<file path="src/hw/rtl/v3alu_pkg.sv">
// shared types and constants for the three-component vector unit
package v3alu_pkg;

  localparam int WORD_BITS_DEF = 32;
  localparam int FRAC_BITS_DEF = 16;
  localparam int OP_BITS       = 3;

  typedef enum logic [OP_BITS-1:0] {
    OP_ADD   = 3'd0,
    OP_SUB   = 3'd1,
    OP_SCALE = 3'd2,
    OP_DOT   = 3'd3,
    OP_CROSS = 3'd4,
    OP_MAG   = 3'd5,
    OP_NORM  = 3'd6
  } op_t;

endpackage

</file>
<file path="src/hw/rtl/v3alu_div.sv">
// pipelined restoring divider for normalize, one quotient bit per stage
module v3alu_div #(
  parameter int WORD_BITS = v3alu_pkg::WORD_BITS_DEF,
  parameter int FRAC_BITS = v3alu_pkg::FRAC_BITS_DEF
) (
  input  logic                 clk,
  input  logic                 en,
  input  logic [WORD_BITS-1:0] num_i,
  input  logic [WORD_BITS-1:0] den_i,
  output logic [FRAC_BITS:0]   quo_o
);

  localparam int W = WORD_BITS;
  localparam int N = FRAC_BITS + 1;

  logic [W-1:0]       rem_r [N];
  logic [W-1:0]       den_r [N];
  logic [FRAC_BITS:0] quo_r [N];

  for (genvar j = 0; j < N; j++) begin : g_stage
    logic [W-1:0]       rem_p;
    logic [W-1:0]       den_p;
    logic [FRAC_BITS:0] quo_p;
    logic               bit_in;
    logic [W:0]         rem_sh;
    logic               ge;

    if (j == 0) begin : g_first
      assign rem_p  = num_i >> 1;
      assign den_p  = den_i;
      assign quo_p  = '0;
      assign bit_in = num_i[0];
    end else begin : g_next
      assign rem_p  = rem_r[j-1];
      assign den_p  = den_r[j-1];
      assign quo_p  = quo_r[j-1];
      assign bit_in = 1'b0;
    end

    assign rem_sh = {rem_p, bit_in};
    assign ge     = rem_sh >= {1'b0, den_p};

    always_ff @(posedge clk) begin
      if (en) begin
        rem_r[j] <= ge ? W'(rem_sh - {1'b0, den_p}) : W'(rem_sh);
        den_r[j] <= den_p;
        quo_r[j] <= {quo_p[FRAC_BITS-1:0], ge};
      end
    end
  end

  assign quo_o = quo_r[N-1];

endmodule

</file>
<file path="config.mk">
export PLATFORM = sky130hd
export DESIGN_NAME = v3alu_div
export DESIGN_NICKNAME = d
export VERILOG_FILES = /design/src/hw/rtl/v3alu_pkg.sv /design/src/hw/rtl/v3alu_div.sv
export SDC_FILE = /design/constraint.sdc
export NUM_CORES = 2
export LEC_CHECK = 0
export BUFFER_PORTS_ARGS = -buffer_cell sky130_fd_sc_hd__buf_2
export CORE_MARGIN = 5
export CORE_UTILIZATION = 40
export CTS_CLUSTER_SIZE = 16
export DETAILED_ROUTE_END_ITERATION = 7
export PLACE_DENSITY = 0.65
export SKIP_CTS_REPAIR_TIMING = 1
export SLEW_MARGIN = 10
export SYNTH_ARGS = -nofsm -noshare
export SYNTH_HDL_FRONTEND = slang
export SYNTH_SLANG_ARGS = --single-unit
export TNS_END_PERCENT = 100
</file>
<file path="constraint.sdc">
create_clock -name clk -period 6.86 [get_ports clk]
set_clock_uncertainty 0.1 [all_clocks]
set_input_delay 0.343 -clock clk [delete_from_list [all_inputs] [get_ports clk]]
set_output_delay 0.343 -clock clk [all_outputs]
set_load 0.05 [all_outputs]
</file>
==> key figures <==
Pwr
  – Clock Power Share: 20.1%
  – Pwr per Cell Area: 470 mW/mm^2
  – Switching power total: about 14 mW
  – Seq pwr share: 33.1%
  – Net Sw Frac: 37.6%
  – LEAKAGE: 31.6 nW
  – Worst VDD drop: roughly 0.23 mV
  – Gate power share: 46.8%
  – Cell Int Power: 22.6 mW

Floorplan
  – Core Box Area: 0.171 mm^2
  – Die area: between 0.15 and 0.2 mm^2
  – # rows: 152
  – Die Width: roughly 420 um
  – Die Y: 425 um
  – Starting Density: 40.2%
  – I/O pins: 83

Place
  – Post-DP Area: about 0.07 mm^2
  – DP HPWL: ~120000 um
  – I/O Buffers: a little over 80
  – Inst Count DP: 8518
  – Routability cong.: between 0.9 and 1

Clock network
  – Worst-skew pair later-pin latency: 0.76 ns
  – H-Tree Depth: 4
  – Num CTS Buffers: 138
  – Clock transition at path regs: approximately 0.06 ns
  – Bufs on Longest Clock Path: 3
  – Clk sink count: 1177
  – Root Buffer: clkbuf_16
  – CTS tree: done

Synthesis
  – Cell count after synthesis: 6239
  – Predominant post-synthesis flop cell: edfxtp_1
  – Area share of the largest cell type after synthesis: 51.3%
  – Most frequent cell after synthesis: edfxtp_1
  – Top cells by area, synth: edfxtp_1 (51%), ha_1 (9.9%), a21oi_1 (4.0%), inv_1 (3.6%), xnor2_1 (3.1%)
  – Avg Synthesized Cell Area: 11.0 um^2
  – Most frequent cells after synthesis: edfxtp_1 (1177), inv_1 (660), a21oi_1 (547)
  – Netlist Area Pre-Place: 0.0689 mm^2
  – Seq/Total Area, Yosys: 51.3%
  – Leading area contributor after synthesis: edfxtp_1
  – Yosys warns: 0
  – Syn nets: a little under 7000
  – Distinct cells, synth: 95
  – Post-synth EDFFs: 1177
  – #FFs+latches synth: 1177
  – Post-synth ARST share: 0%

GRT
  – Initial antenna violation count: 1
  – Grt met2 use: 31.8%
  – Top Usage Layer GRT: met2
  – Met1 Use GR: 19.3%
  – Met3 Resource Use GR: 2.54%
  – First-pass GRT wire length: approximately 250000 um
  – Vias in the first global route: 46745
  – Largest net degree at the start of global routing: 162
  – Grt ovf: 0
  – Gr usage total: between 10% and 20%

Critical path
  – Worst setup endpoint: rem_r[0][71]
  – Crit path from: rem_r[0][33]
  – WP data required: ~7.3 ns
  – Cells along the critical path: ha_1 > o21ai_0 > a21oi_1 > o211ai_1 > o21ai_1 > a31o_2 > a31o_2 > a22o_1 > o21ai_1 > o21ai_4 > buf_4 > mux2_2
  – Critical path class: register to register
  – Top delay family on crit path: compound AO/OA/AOI/OAI gates
  – Critical-path top delay cell: o21ai_4
  – Reg2Reg Setup Slack: ~2.3 ns
  – Worst Path Max Fanout: 26
  – FF-to-FF path depth: 12
  – Slowest stage delay, CP: 0.59 ns
  – Arr. time, crit path: 4.91 ns
  – Critical path endpoint category: register
  – Buffers & Inverters on Critical Path: 1
  – Startpoint Class: register
  – Worst reg2reg path startpoint: rem_r[0][33]
  – Worst path depth: 12
  – Reg2reg end: rem_r[0][71]

Finish
  – Fin nets: 7037
  – Area growth syn-to-layout: 11.9%
  – Layout cells sized above 1: 8.55%
  – Area of the multi-input gates: 0.0305 mm^2
  – Non-filler instance count after layout: between 8000 and 9000
  – # fillers: 15659
  – Fin area: slightly below 0.08 mm^2
  – Register area: ~0.035 mm^2

Timing
  – Fmax: 221 MHz
  – Final Slew Violations: 0
  – Final Hold Vio Count: 0
  – Hold WS: 0.0355 ns
  – Tmin final: 4.52 ns
  – Rel. slew slack: between 30% and 40%
  – Final setup fails: 0
  – TNS Setup: 0 ns
  – RSZ-0062 raised after global routing: no
  – Final period util: about two thirds
  – Slew @ Worst Pin: 1.04 ns

Detailed routing
  – Initial DRC Count: 3040
  – Drc violations: 0
  – Avg WL per Cell: about 18 um
  – Routed Antenna Nets: 0
  – Final wirelength: 157000 um
  – Initial DRT Pass Iterations: 6
  – Vias: around 47000
  – Vias per cell: between 5 and 6

Min path
  – Hold Path Class: primary input to register

Job
  – Max Cap Viol: 0

Run status
  – Outcome: complete, no violations
[metrics by stage]
stage / worst slack, ns / utilization (%) / total power, mW
6_report: 2.34 / 45.0 / 36.2
5_1_grt: 2.08 / 45.0 / 38.8
4_1_cts: 2.34 / 44.6 / 36.4
3_5_place_dp: 2.36 / 42.0 / 28.9
3_3_place_gp: 2.36 / 42.0 / 28.6
2_1_floorplan: 3.40 / - / 24.8
[registers in the layout (all words and copies together) (netlist names)]
name	cells
den_r	512
quo_r	153
rem_r	512
[power by group through the flow]
stage          clock network [mW]  registers [mW]  logic, mW
2_1_floorplan                   0            11.6       13.2
3_3_place_gp                    0            12.1       16.5
3_5_place_dp                    0            12.2       16.8
4_1_cts                      7.49            12.0       16.9
5_1_grt                      7.80            12.2       18.8
6_report                     7.28            12.0       17.0
[per-layer routing]
metal,up-vias,part of all wire (%),wire length [um]
met5,-,0,0
li1,23086,-,-
met2,967,52,81500
met4,0,5.0,7880
met1,22123,40,62500
met3,340,3.4,5320
[placed cells by master, fill, tap and decap left out, drive strengths merged, types with 24 or more instances in the layout]
| cell | instances |
|---|---|
| edfxtp | 1177 |
| inv | 670 |
| a21oi | 549 |
| ha | 543 |
| nand2 | 454 |
| o21ai | 442 |
| nor2 | 366 |
| xnor2 | 245 |
| a21o | 230 |
| xor2 | 191 |
| mux2 | 191 |
| clkbuf | 163 |
| buf | 116 |
| nor2b | 88 |
| nand3 | 84 |
| nand4 | 83 |
| o21a | 79 |
| nor3 | 76 |
| nand2b | 73 |
| dlygate4sd3 | 64 |
| o21bai | 62 |
| a31oi | 53 |
| clkinv | 47 |
| o31ai | 38 |
| a211oi | 33 |
| and3 | 33 |
| and2 | 30 |
| o211ai | 24 |
[layout make-up]
cell class	instances	share of cell area, %
clock buffer	163	4.69
clock inverter	80	1.11
tap	2310	3.75
multi-input combinational	4254	39.6
inverter	661	3.22
timing repair buffer	180	1.79
sequential	1177	45.9
antenna	1	0.00325
[worst min path at each step]
stage	from	end	depth (start not counted)
2_1_floorplan	quo_r[9][9]	quo_r[10][10]	0
5_1_grt	en	rem_r[0][472]	1
3_5_place_dp	quo_r[10][9]	quo_r[11][10]	0
3_3_place_gp	quo_r[4][4]	quo_r[5][5]	0
4_1_cts	den_i[15]	den_r[0][15]	1
6_report	en	rem_r[0][472]	1
[cells by family after synthesis]
group	share of synthesized area [%]
multiplexers	3.49
AND/OR/NAND/NOR	9.37
adder cells (fa/ha/maj)	10.3
flip-flops	51.3
AO/OA/AOI/OAI	15.4
buffers and inverters	4.58
XOR/XNOR	5.55
[worst register-to-register path, stage by stage (launching register included)]
cell and delay (ns):
edfxtp_1 0.40, ha_1 0.54, o21ai_0 0.15, a21oi_1 0.20, o211ai_1 0.20, o21ai_1 0.39, a31o_2 0.28, a31o_2 0.23
a22o_1 0.22, o21ai_1 0.14, o21ai_4 0.59, buf_4 0.42, mux2_2 0.42
(Power assumes the default switching activity.)
